--- src/cna_pkg.sv ---
// Shared constants, types and tables of the complex number ALU
package cna_pkg;

   localparam int IN_W     = 16;
   localparam int OUT_W    = 32;
   localparam int IN_FRAC  = IN_W / 2;
   localparam int OUT_FRAC = OUT_W / 2;

   localparam int PROD_W = 2 * IN_W;
   localparam int SUM_W  = PROD_W + 1;
   localparam int DEN_W  = PROD_W;
   localparam int NUM_W  = DEN_W + OUT_FRAC;
   localparam int DIV_LAT = NUM_W + 1;

   localparam int CORDIC_STEPS = 16;
   localparam int CORDIC_LAT   = CORDIC_STEPS + 1;
   localparam int STEP_IDX_W   = $clog2(CORDIC_STEPS);
   localparam int CW = IN_W + OUT_FRAC + 3;
   localparam int ZW = 20;
   localparam logic signed [ZW-1:0] HALF_PI = ZW'(102944);

   localparam int RAD_W    = DEN_W + 2 * (OUT_FRAC - IN_FRAC);
   localparam int ROOT_W   = RAD_W / 2;
   localparam int REM_W    = ROOT_W + 2;
   localparam int SQRT_LAT = ROOT_W;

   typedef enum logic [2:0] {
      FN_ADD = 3'd0,
      FN_SUB = 3'd1,
      FN_MUL = 3'd2,
      FN_DIV = 3'd3,
      FN_ARG = 3'd4,
      FN_MOD = 3'd5
   } func_type;

   // atan(2^-i) in signed Q4.16
   function automatic logic signed [ZW-1:0] atan_q16(input logic [STEP_IDX_W-1:0] i);
      logic signed [ZW-1:0] v;
      case (i)
         4'd0:    v = ZW'(51472);
         4'd1:    v = ZW'(30386);
         4'd2:    v = ZW'(16055);
         4'd3:    v = ZW'(8150);
         4'd4:    v = ZW'(4091);
         4'd5:    v = ZW'(2047);
         4'd6:    v = ZW'(1024);
         4'd7:    v = ZW'(512);
         4'd8:    v = ZW'(256);
         4'd9:    v = ZW'(128);
         4'd10:   v = ZW'(64);
         4'd11:   v = ZW'(32);
         4'd12:   v = ZW'(16);
         4'd13:   v = ZW'(8);
         4'd14:   v = ZW'(4);
         default: v = ZW'(2);
      endcase
      return v;
   endfunction

endpackage

--- src/cna_isqrt.sv ---
// Pipelined digit-by-digit integer square root, one root bit per stage
module cna_isqrt (
   input  logic                          clock,
   input  logic                          en,
   input  logic [cna_pkg::DEN_W-1:0]     mag2,
   output logic [cna_pkg::ROOT_W-1:0]    root
);
   import cna_pkg::*;

   typedef struct packed {
      logic [RAD_W-1:0]  rad;
      logic [REM_W-1:0]  rem;
      logic [ROOT_W-1:0] root;
   } sq_type;

   sq_type sq_ff [SQRT_LAT];

   function automatic sq_type sq_step(input sq_type s);
      logic [REM_W+1:0] t;
      logic [REM_W+1:0] trial;
      logic             ge;
      sq_type           o;
      t = {s.rem, s.rad[RAD_W-1 -: 2]};
      trial = (REM_W + 2)'({s.root, 2'b01});
      ge = (t >= trial);
      o.rem = ge ? REM_W'(t - trial) : t[REM_W-1:0];
      o.root = {s.root[ROOT_W-2:0], ge};
      o.rad = s.rad << 2;
      return o;
   endfunction

   always_ff @(posedge clock) begin
      if (en) begin
         sq_ff[0] <= sq_step('{rad: {mag2, {(RAD_W - DEN_W){1'b0}}}, rem: '0, root: '0});
      end
   end

   for (genvar k = 1; k < SQRT_LAT; k++) begin : g_digit
      always_ff @(posedge clock) begin
         if (en) begin
            sq_ff[k] <= sq_step(sq_ff[k-1]);
         end
      end
   end

   assign root = sq_ff[SQRT_LAT-1].root;

endmodule

--- config.mk ---
export PLATFORM = sky130hd
export DESIGN_NAME = cna_isqrt
export DESIGN_NICKNAME = d
export VERILOG_FILES = /design/src/cna_pkg.sv /design/src/cna_isqrt.sv
export SDC_FILE = /design/constraint.sdc
export NUM_CORES = 2
export LEC_CHECK = 0
export ABC_AREA = 1
export BUFFER_PORTS_ARGS = -buffer_cell sky130_fd_sc_hd__buf_2
export CAP_MARGIN = 40
export CORE_UTILIZATION = 50
export DETAILED_ROUTE_END_ITERATION = 10
export GPL_ROUTABILITY_DRIVEN = 1
export PLACE_DENSITY = 0.65
export SETUP_SLACK_MARGIN = 0.3
export SLEW_MARGIN = 30
export SYNTH_ARGS = -nofsm -noshare
export SYNTH_HDL_FRONTEND = slang
export SYNTH_SLANG_ARGS = --single-unit
--- constraint.sdc ---
create_clock -name clock -period 4.34 [get_ports clock]
set_input_delay 0.651 -clock clock [delete_from_list [all_inputs] [get_ports clock]]
set_output_delay 0.651 -clock clock [all_outputs]
set_load 0.02 [all_outputs]
======== Word-level counts from Yosys, hierarchy flattened ========
Memory sizes are Yosys's and may differ from the RTL's.
Cells that the tools add are included.
word-level totals
  memory bits (writable) .................. 2,304
  register bits after elaboration ......... 0
  logic and storage cells ................. 75
  memories kept ........................... 1
cells by class
  $lt $le $gt $ge ......................... 24
  mux-type cells .......................... 26
  $add $sub $neg .......................... 24
memory list
  memory  words  width  rd ports  clocked after memory_dff  wr ports  line             RTL
  sq_ff   24     96     24        0                         24        cna_isqrt.sv:16  sq_type sq_ff [SQRT_LAT];
operator list
  kind                 count
  $ge 28x26->1         23
  $mux 26              24
  $sub 26x26->26       23
  $sub 2x1->3 const B  1
  $ge 2x1->1 const B   1
  $mux 1               2

======== Longest topological paths before layout ========
An unclocked memory read counts as a cell.
  word-level depth ........................ 3
  gate-level depth with buffers ........... 15
  depth with buffers taken out ............ 14

======== Worst setup path after synthesis ========
No wires, ideal clock.
  path kind ............................... reg2reg
  from .................................... memory sq_ff[5][120] (netlist name)
  to ...................................... memory sq_ff[5][220] (netlist name) (data pin)
  setup slack ............................. 2.247 ns
  stages on the path, launching flop included .. 10
  period minus slack after synthesis ...... 2.093 ns
  data required time ...................... 4.079 ns
  data arrival time ....................... 1.832 ns
  setup time .............................. 0.261 ns
  cells stage by stage .................... edfxtp_1 > ha_1 > fa_1 > nand3_1 > nand3_2 > nand2_1 > inv_1 > nor2_1 > buf_2 > o21ai_0
RTL lines
  what         line
  from (decl)  cna_isqrt.sv:16

==> impl_metrics.ini <==
[outcome]
status = finished, final reports clean

[finish]
layout-drive-gt1-share_pct = 4.61
final_common_cell = nand2_1
final_cell_mix = nand2_1 (2,995), inv_1 (1,570), edfxtp_1 (1,096)
reg.largest.list = sq_ff: 1096 flops
syn2layout_area_growth_pct = 9.21
fin_area_um2 = 73500
layout.nets = 8935
regMostFlops = sq_ff
diodes = 0
largest_reg_flops = 1096

[setup_path]
cp-start-kind = flip-flop
critPathMaxFanout = 29
arrival_ns = 3.46
worstSetupPathType = flip-flop to flip-flop
endpoint_kind = flip-flop
reg2reg_depth = 10
critPathRequiredTime_ns = 4.79

[clocking]
h-tree-depth = 3
clk_latency_ns = 0.74
numClockSinks = 1096
clockBufferDepth = 3
clkSlewWorstSetupHoldPaths_ns = 0.06
numCtsBuffers = 119
root_buffer = clkbuf_16
ctsResizeCount = 0
cts_tree = done
holdBufCountCts = 0
post_cts_buffers = 0

[logic_synthesis]
yosysSeqAreaShare_pct = 48.9
syn_inst = 8462
syn_area_um2 = 67300
synth-seq-cells = 1096
synth.net_count = 8814
ys_types = 53
avgSynthCellArea_um2 = 7.95
ys_warn_count = 0

[grt]
gr-usage-met1_pct = 35.6
grt-busiest-layer = met2
globalRouteMet2Util_pct = 42.3
grt_pass1_vias = 50828
globalRoute.totalOverflow = 0
grtUsageTotal_pct = 25.7
grt_pass1_wl_um = 276000
grt_max_degree = 118
grt_use_met3_pct = 2.71
grt_antenna_before_repair = 2

[timing]
tightest_slew_ns = 0.809
hold_ws_ns = 0.0787
finalHoldViolations = 0
drv_slew = 0
finalWorstSetupSlack_ns = 1.33
timing.setup.tns_ns = 0
max_freq_mhz = 332
final.setup_skew_ns = 0.0238
period_needed_ns = 3.01
slew_headroom_pct = 46.1
rsz0062_at_grt = no
fin_crit_sh_pct = 69.3
setup_viol = 0

[detailed_routing]
viasPerCell = 5.11
drt_wl_total_um = 176000
vias = 53375
wl_per_cell_um = 16.8
drc_errors = 0
drt-initial-drc-count = 4193
drtAntennaViolNets = 0
dr.pass1.iters = 7

[die]
initial_utilization_pct = 50.4
rows = 134
core-area_um2 = 133000
die_x_um = 369
ioPinCount = 58
die-area_um2 = 136000
die_h_um = 369

[pwr]
power_density_nw_per_um2 = 430
finalPower_uw = 31600
p_leak_uw = 0.0346
irDropWorstVdd_mv = 0.384

[placed_design]
post-dp-hpwl_um = 138000
gp_congestion = 0.984
place_area_um2 = 69500
portBuffers = 57
dp_slack_ns = 1.30

[worst_hold_path]
hold_path.class = input port to flip-flop
hold-path-cell-count = 1

[flow_run]
max-cap-violations = 0
## worst paths after layout
path / startpoint / to / slack, ns
max: sq_ff[4][102] / sq_ff[4][223] / 1.33
min: mag2[28] / sq_ff[0][94] / 0.08
max reg2reg: sq_ff[4][102] / sq_ff[4][223] / 1.33
min reg2reg: sq_ff[1][93] / sq_ff[1][191] / 0.41
## stage by stage
step,cells,utilization (%)
after floorplan,8462,-
after global placement,10229,52.0
after detailed placement,10230,52.0
after CTS,10453,55.0
after global routing,10453,55.0
final,10453,55.0
## worst max-delay path, cell delays in order, from the launching register on
cell and delay (ns):
edfxtp_1 0.51, inv_1 0.08, ha_1 0.37, nand2_1 0.12
nor2_1 0.15, nand3_1 0.10, nand3_1 0.16, nand2_2 0.11
nand2_2 0.29, inv_2 0.29, o21ai_0 0.55
## layout make-up
type / instances / area (um2)
timing repair buffer: 93 / 669
sequential: 1096 / 32900
inverter: 1588 / 5970
fill: 12519 / 60000
clock buffer: 134 / 3060
multi-input combinational: 5685 / 27700
tap: 1768 / 2210
clock inverter: 89 / 947
## per-layer routing
layer | wire length, um | vias to the layer above
li1 | - | 27105
met1 | 80800 | 24646
met2 | 81000 | 1339
met3 | 8620 | 281
met4 | 5200 | 4
met5 | 22 | -
## power breakdown
group          switching [uW]  internal (uW)  leakage (uW)
logic                    4870           2360        0.0223
registers                 900          13100        0.0104
clock network            4380           5930       0.00192
total                   10200          21400        0.0346
## synthesized netlist by cell type (all sizes together)
| cell type | count | area [um2] |
|---|---|---|
| nand2 | 3022 | 11400 |
| inv | 1588 | 5970 |
| edfxtp | 1096 | 32900 |
| nor2 | 787 | 3040 |
| nand3 | 516 | 2630 |
| ha | 311 | 3890 |
| a21oi | 296 | 1540 |
| o21ai | 207 | 1060 |
| nand4 | 127 | 807 |
| xor2 | 112 | 981 |
| buf | 90 | 676 |
| xnor2 | 86 | 753 |
| nand3b | 79 | 593 |
| nor3 | 57 | 313 |
| and2 | 22 | 140 |
| or2 | 21 | 131 |
| fa | 7 | 140 |
| a21boi | 5 | 41.3 |
| nor4 | 5 | 31.3 |
| and3 | 4 | 25.0 |
| nor3b | 4 | 30.0 |
| o211ai | 4 | 30.0 |
| clkbuf | 3 | 13.8 |
| o21bai | 3 | 22.5 |
| nand2b | 2 | 12.5 |
| o31ai | 2 | 15.0 |
| a21o | 1 | 7.51 |
| a31o | 1 | 8.76 |
| conb | 1 | 3.75 |
| o2111a | 1 | 11.3 |
| o21a | 1 | 7.51 |
| o31a | 1 | 8.76 |
## logic make-up (layout without fill, tap and decap cells)
kind of cell,after synthesis,count (layout),synth area share [%]
flip-flops,1096,1096,48.9
AO/OA/AOI/OAI,522,522,4.10
AND/OR/NAND/NOR,4646,4646,28.5
buffers and inverters,1681,1904,9.89
XOR/XNOR,198,198,2.58
other,1,1,0.00558
adder cells (fa/ha/maj),318,318,5.99
Note: power is estimated with default switching activity, not from simulation.
