**src/cna_pkg.sv**
```systemverilog
// Shared constants, types and tables of the complex number ALU
package cna_pkg;

   localparam int IN_W     = 16;
   localparam int OUT_W    = 32;
   localparam int IN_FRAC  = IN_W / 2;
   localparam int OUT_FRAC = OUT_W / 2;

   localparam int PROD_W = 2 * IN_W;
   localparam int SUM_W  = PROD_W + 1;
   localparam int DEN_W  = PROD_W;
   localparam int NUM_W  = DEN_W + OUT_FRAC;
   localparam int DIV_LAT = NUM_W + 1;

   localparam int CORDIC_STEPS = 16;
   localparam int CORDIC_LAT   = CORDIC_STEPS + 1;
   localparam int STEP_IDX_W   = $clog2(CORDIC_STEPS);
   localparam int CW = IN_W + OUT_FRAC + 3;
   localparam int ZW = 20;
   localparam logic signed [ZW-1:0] HALF_PI = ZW'(102944);

   localparam int RAD_W    = DEN_W + 2 * (OUT_FRAC - IN_FRAC);
   localparam int ROOT_W   = RAD_W / 2;
   localparam int REM_W    = ROOT_W + 2;
   localparam int SQRT_LAT = ROOT_W;

   typedef enum logic [2:0] {
      FN_ADD = 3'd0,
      FN_SUB = 3'd1,
      FN_MUL = 3'd2,
      FN_DIV = 3'd3,
      FN_ARG = 3'd4,
      FN_MOD = 3'd5
   } func_type;

   // atan(2^-i) in signed Q4.16
   function automatic logic signed [ZW-1:0] atan_q16(input logic [STEP_IDX_W-1:0] i);
      logic signed [ZW-1:0] v;
      case (i)
         4'd0:    v = ZW'(51472);
         4'd1:    v = ZW'(30386);
         4'd2:    v = ZW'(16055);
         4'd3:    v = ZW'(8150);
         4'd4:    v = ZW'(4091);
         4'd5:    v = ZW'(2047);
         4'd6:    v = ZW'(1024);
         4'd7:    v = ZW'(512);
         4'd8:    v = ZW'(256);
         4'd9:    v = ZW'(128);
         4'd10:   v = ZW'(64);
         4'd11:   v = ZW'(32);
         4'd12:   v = ZW'(16);
         4'd13:   v = ZW'(8);
         4'd14:   v = ZW'(4);
         default: v = ZW'(2);
      endcase
      return v;
   endfunction

endpackage

```
**src/cna_cordic.sv**
```systemverilog
// Pipelined vectoring CORDIC giving the argument of a complex value
module cna_cordic (
   input  logic                            clock,
   input  logic                            en,
   input  logic signed [cna_pkg::IN_W-1:0] a_re,
   input  logic signed [cna_pkg::IN_W-1:0] a_im,
   output logic signed [cna_pkg::ZW-1:0]   angle
);
   import cna_pkg::*;

   typedef struct packed {
      logic [CW-1:0] x;
      logic [CW-1:0] y;
      logic [ZW-1:0] z;
   } cor_type;

   cor_type cor_ff [CORDIC_LAT];

   // left half plane is turned by +-pi/2 first
   function automatic cor_type pre_rotate(input logic signed [IN_W-1:0] re,
                                          input logic signed [IN_W-1:0] im);
      logic signed [CW-1:0] xs;
      logic signed [CW-1:0] ys;
      cor_type              o;
      xs = CW'(re) <<< OUT_FRAC;
      ys = CW'(im) <<< OUT_FRAC;
      if (xs < 0) begin
         if (ys >= 0) begin
            o.x = ys;
            o.y = -xs;
            o.z = HALF_PI;
         end else begin
            o.x = -ys;
            o.y = xs;
            o.z = -HALF_PI;
         end
      end else begin
         o.x = xs;
         o.y = ys;
         o.z = '0;
      end
      return o;
   endfunction

   function automatic cor_type cor_step(input cor_type s, input logic [STEP_IDX_W-1:0] i);
      logic signed [CW-1:0] x;
      logic signed [CW-1:0] y;
      logic signed [ZW-1:0] z;
      logic signed [CW-1:0] dx;
      logic signed [CW-1:0] dy;
      cor_type              o;
      x = s.x;
      y = s.y;
      z = s.z;
      dx = y >>> i;
      dy = x >>> i;
      if (y > 0) begin
         o.x = x + dx;
         o.y = y - dy;
         o.z = z + atan_q16(i);
      end else begin
         o.x = x - dx;
         o.y = y + dy;
         o.z = z - atan_q16(i);
      end
      return o;
   endfunction

   always_ff @(posedge clock) begin
      if (en) begin
         cor_ff[0] <= pre_rotate(a_re, a_im);
      end
   end

   for (genvar k = 1; k < CORDIC_LAT; k++) begin : g_iter
      always_ff @(posedge clock) begin
         if (en) begin
            cor_ff[k] <= cor_step(cor_ff[k-1], STEP_IDX_W'(k - 1));
         end
      end
   end

   assign angle = cor_ff[CORDIC_LAT-1].z;

endmodule

```
**config.mk**
```make
export PLATFORM = sky130hd
export DESIGN_NAME = cna_cordic
export DESIGN_NICKNAME = d
export VERILOG_FILES = /design/src/cna_pkg.sv /design/src/cna_cordic.sv
export SDC_FILE = /design/constraint.sdc
export NUM_CORES = 2
export LEC_CHECK = 0
export BUFFER_PORTS_ARGS = -buffer_cell sky130_fd_sc_hd__buf_2
export CAP_MARGIN = 30
export CORE_UTILIZATION = 50
export DETAILED_ROUTE_END_ITERATION = 8
export HOLD_SLACK_MARGIN = 0.08
export PLACE_DENSITY = 0.62
export SYNTH_ARGS = -nofsm -noshare
export SYNTH_HDL_FRONTEND = slang
export SYNTH_SLANG_ARGS = --single-unit
export TNS_END_PERCENT = 1
```
**constraint.sdc**
```tcl
create_clock -name clock -period 7.6 [get_ports clock]
set_input_delay 0 -clock clock [delete_from_list [all_inputs] [get_ports clock]]
set_output_delay 0 -clock clock [all_outputs]
set_load 0.01 [all_outputs]
```
* After elaboration in Yosys (flattened, before gate mapping)
Memory sizes are Yosys's and may differ from the RTL's.
Cells that the tools add are included.
** Cells by class
- Div/mod/pow operators :: 0
- Multiply operators :: 0
- Mux-type cells :: 101
- $add $sub $neg :: 97
- Bitwise logic cells :: 0
- Eq/ne operators :: 0
- $lt $le $gt $ge :: 18
- Shift-type cells :: 0
- Reductions and logical operators :: 0
** Operator list (number)
- $mux W90 :: 35
- $mux W20 :: 64
- $gt A35 B1 Y1 const B :: 16
- $add A20 B20 Y20 :: 16
- $sub A20 B20 Y20 :: 16
- $add A35 B20 Y35 :: 2
- $add A35 B21 Y35 :: 2
- $add A35 B22 Y35 :: 2
- $add A35 B23 Y35 :: 2
- $add A35 B24 Y35 :: 2
- $add A35 B25 Y35 :: 2
- $add A35 B26 Y35 :: 2
- $add A35 B27 Y35 :: 2
- $add A35 B28 Y35 :: 2
- $add A35 B29 Y35 :: 2
- $add A35 B30 Y35 :: 2
- $add A35 B31 Y35 :: 2
- $add A35 B32 Y35 :: 2
- $add A35 B33 Y35 :: 2
- $add A35 B34 Y35 :: 2
- $neg A32 Y35 :: 2
- $sub A35 B20 Y35 :: 2
- $sub A35 B21 Y35 :: 2
- $sub A35 B22 Y35 :: 2
- other kinds (17) :: 31
** Storage, ports and cells
- Bits in read-only memories :: 0
- Output and inout port bits :: 20
- Register bits :: 0
- Input bits :: 34
- Memories kept :: 1
- Memory bits (writable) :: 1530
- Bits in latches :: 0
** Memories
- cor_ff :: words 17, bits a word 90, rd ports 17, clocked after memory_dff 0, wr ports 17, line cna_cordic.sv:17 : cor_type cor_ff [CORDIC_LAT];

* Logic depth before layout (Yosys ltp)
- Word-level depth :: 6
- Mapped depth :: 23

* Worst setup path before layout
Ideal clock, no wire load.
- Path kind :: register -> register
- Start :: mem cor_ff[0][934] (netlist bit)
- End :: mem cor_ff[0][1044] (netlist bit) (data pin)
- Library setup time :: 0.268 ns
- Arrival time :: 5.870 ns
- Slack :: 1.462 ns
- Buffers on the path :: 1
- Period minus slack after synthesis :: 6.138 ns
- Cell stages (with the launch flop) :: 23
- Cells stage by stage :: edfxtp_1 or4_1 or3_4 or4_4 nor4_2 and2_4 nand4_4 nor2b_4 inv_2 buf_2 nor2_1 xor2_1 ha_1 a211o_1 a211oi_1 o211ai_1 or3b_2 nand3_1 a21oi_1 o31ai_1 a21oi_1 o41ai_1 xnor2_1
** RTL lines (line)
- start: declaration :: cna_cordic.sv:17

==> run_results.csv <==
group,metric,value,unit
status,status,"finished clean",
timing,fin_crit_sh,91.06,%
floorplan,fp.coreArea,0.1997,mm^2
detailed_routing,first_pass_iters,6,
cells_and_area,drive_above_1_share,4.861,%
synthesis,ys_warn_count,0,
detailed_routing,vias,80390,
synthesis,avgSynthCellArea,9.664,um^2
clocking,cts-resized-gates,0,
critical_path,r2r_cells,20,
timing,rsz0062_at_grt,"no",
synthesis,ys_seq_area_share,36.21,%
critical_path,critPathRequiredTime,8.14,ns
critical_path,rrSetupSlack,0.68,ns
synthesis,synthArstFlopShare,0,%
critical_path,r2r-end,"cor_ff[0][1044]",
detailed_routing,wl_met3,16.26,mm
floorplan,start_util,50.30,%
global_route,grt_pass1_vias,75560,
cells_and_area,layout.nets,11810,
synthesis,synth_seq_cells,1211,
clocking,cts.clk_slew.worst_paths,0.05,ns
critical_path,start_kind,"register",
cells_and_area,regArea,0.03636,mm^2
clocking,clockBufferDepth,3,
worst_hold_path,min_from,"en",
timing,setup_violations,0,
global_route,grt_pass1_wl,442.3,mm
cells_and_area,largestRegisters,"cor_ff (1211)",
clocking,root_buffer,"clkbuf_16",
cells_and_area,nFillCells,17700,
synthesis,synth_area_leaders,"edfxtp_1 36%, ha_1 14%, xnor2_1 9.0%",
worst_hold_path,min_path_cells,2,
global_route,antenna_found_initial,12,
cells_and_area,final_cell_mix,"1211 x edfxtp_1, 1105 x ha_1, 1036 x xnor2_1, 872 x a21oi_1, 822 x nor2_1",
synthesis,syn_area,0.1004,mm^2
placement,port_buffers,52,
synthesis,netlist_instances,10390,
worst_hold_path,hold-path-endpoint,"cor_ff[0][648]",
detailed_routing,wl_per_cell,21.53,um
synthesis,synth_top_area_cell,"edfxtp_1",
timing,max_freq,144.5,MHz
cells_and_area,synthToLayoutAreaGrowth,9.818,%
global_route,grt_max_degree,166,
clocking,cts_tree,"done",
synthesis,yosysUniqueCellTypes,101,
timing,clock_skew,0.04033,ns
cells_and_area,regMostFlops,"cor_ff",
synthesis,synth_ff_type,"edfxtp_1",
critical_path,cp-startpoint,"cor_ff[0][934]",
timing,period_minus_slack,6.921,ns
synthesis,synth_top_cell_area_share,36.21,%
clocking,cts_buffers,150,
detailed_routing,top_layer,"met5",
critical_path,worstPathArrival,7.47,ns
clocking,clk_latency,0.82,ns
timing,worst_pin_slew,1.185,ns
timing,timing.final.max_slew_violations,0,
detailed_routing,met1_length,136.1,mm
global_route,overflow,0,
detailed_routing,dr_wl_met2,127.1,mm
detailed_routing,avgViaCountPerCell,5.990,
timing,slew_headroom,20.30,%
critical_path,end_kind,"register",
placement,hpwlAfterDp,229.1,mm
timing,tns,0,ns
cells_and_area,multi_input_area,0.06171,mm^2
floorplan,die_x,450.2,um
critical_path,worstReg2RegStart,"cor_ff[0][934]",
detailed_routing,ant_nets,0,
floorplan,die_h,450.2,um
floorplan,io_pins,54,
placement,routabilityCongestion,0.9576,
clocking,h-tree-depth,4,
critical_path,path_max_fanout,16,
detailed_routing,wirelength,288.9,mm
flow_run,max_cap_viol_count,0,
global_route,grt_use_total,27.77,%
timing,finalHoldViolCount,0,
floorplan,dieArea,0.2026,mm^2
cells_and_area,final_common_cell,"edfxtp_1",
detailed_routing,drt_iter0_markers,6931,
clocking,cts.sinks,1211,
detailed_routing,post-route-drc-count,0,
critical_path,critical_path_class,"register to register",
floorplan,num_rows,164,
cells_and_area,largest_reg_flops,1211,
synthesis,synth_edf_count,1211,
worst_hold_path,hp-class,"input port to register",
[layer usage]
metal  track usage (%)  vias to the layer above
met5                 0                        -
met4             9.035                        4
met3             3.191                      351
met2             43.04                     2282
met1             40.22                    38490
li1                  -                    39260
[area by class of cell]
type,count,share of cell area [%]
multi-input cells,8567,55.96
flip-flops and latches,1211,32.98
clock buffers,174,3.524
well taps,2656,3.013
repair buffers,255,1.949
inverters,452,1.539
clock inverters,101,1.028
diodes,4,0.009077
[kinds of logic after synthesis]
family	synth area share, %
AO/OA/AOI/OAI	18.84
XOR/XNOR	13.34
adder cells (fa/ha/maj)	14.51
buffers and inverters	2.407
flip-flops	36.21
multiplexers	0.3900
other	0.007479
AND/OR/NAND/NOR	14.30
[timing repair]
action | 4_1_cts | 5_1_grt
endpoints found under the hold margin | 143 | 0
hold buffers | 113 | 0
buffers inserted | 0 | 0
setup endpoints to repair | 0 | 0
[Yosys cell counts (all sizes together) (27+ instances only)]
library cell / n
xnor2: 1036
fa: 37
nand3: 203
o41ai: 76
nand3b: 30
a211o: 27
xor2: 493
or4: 58
nor2: 829
or3: 137
nor3: 300
ha: 1105
nand2b: 117
and2: 69
and3: 127
o21ai: 591
o21bai: 133
o31ai: 179
a31oi: 73
a21boi: 41
or2: 60
buf: 32
nand2: 606
o211ai: 39
a31o: 38
o21a: 144
nor2b: 120
clkbuf: 131
nand4: 62
mux2i: 32
a211oi: 97
a21oi: 873
edfxtp: 1211
nor4: 118
inv: 448
a2111oi: 29
a21o: 423
[per-stage QoR]
step | instances | hold slack, ns | instance area [um^2] | setup slack, ns | utilization, %
after floorplan | 10390 | 0.09887 | 100400 | 1.462 | -
after global placement | 13020 | 0.3516 | 104000 | 0.6874 | 52.11
after detailed placement | 13030 | 0.3583 | 104100 | 0.7448 | 52.13
after CTS | 13410 | 0.1495 | 110200 | 0.7327 | 55.21
after global routing | 13420 | 0.2466 | 110300 | 0.2602 | 55.23
final | 13420 | 0.2548 | 110300 | 0.6792 | 55.23
[critical path, cell delays in order, from the launching register on]
cell and delay (ns):
edfxtp_1 0.46, or4_1 0.61, or3_4 0.37, or4_4 0.46
nor4_2 0.49, and2_4 0.28, nand4_4 0.15, nor2b_4 0.27
nand2_1 0.10, o21ai_0 0.15, fa_1 0.49, a211o_1 0.32
a211oi_1 0.37, o211ai_1 0.24, or3b_2 0.50, nand3_1 0.20
a21oi_1 0.12, o31ai_1 0.34, a21oi_1 0.15, o41ai_1 0.42
xnor2_1 0.14
[how the worst max path moves through the flow]
stage	endpoint	slack, ns	depth (start not counted)
after global routing	cor_ff[0][1044]	0.26	20
after floorplan	cor_ff[0][1044]	1.46	22
after detailed placement	cor_ff[0][1044]	0.74	20
after CTS	cor_ff[0][1044]	0.73	20
final	cor_ff[0][1044]	0.68	20
after global placement	cor_ff[0][1044]	0.69	20
Power is not shown: default switching activity piles up to over one toggle a cycle in this logic, so the estimate is an artifact.
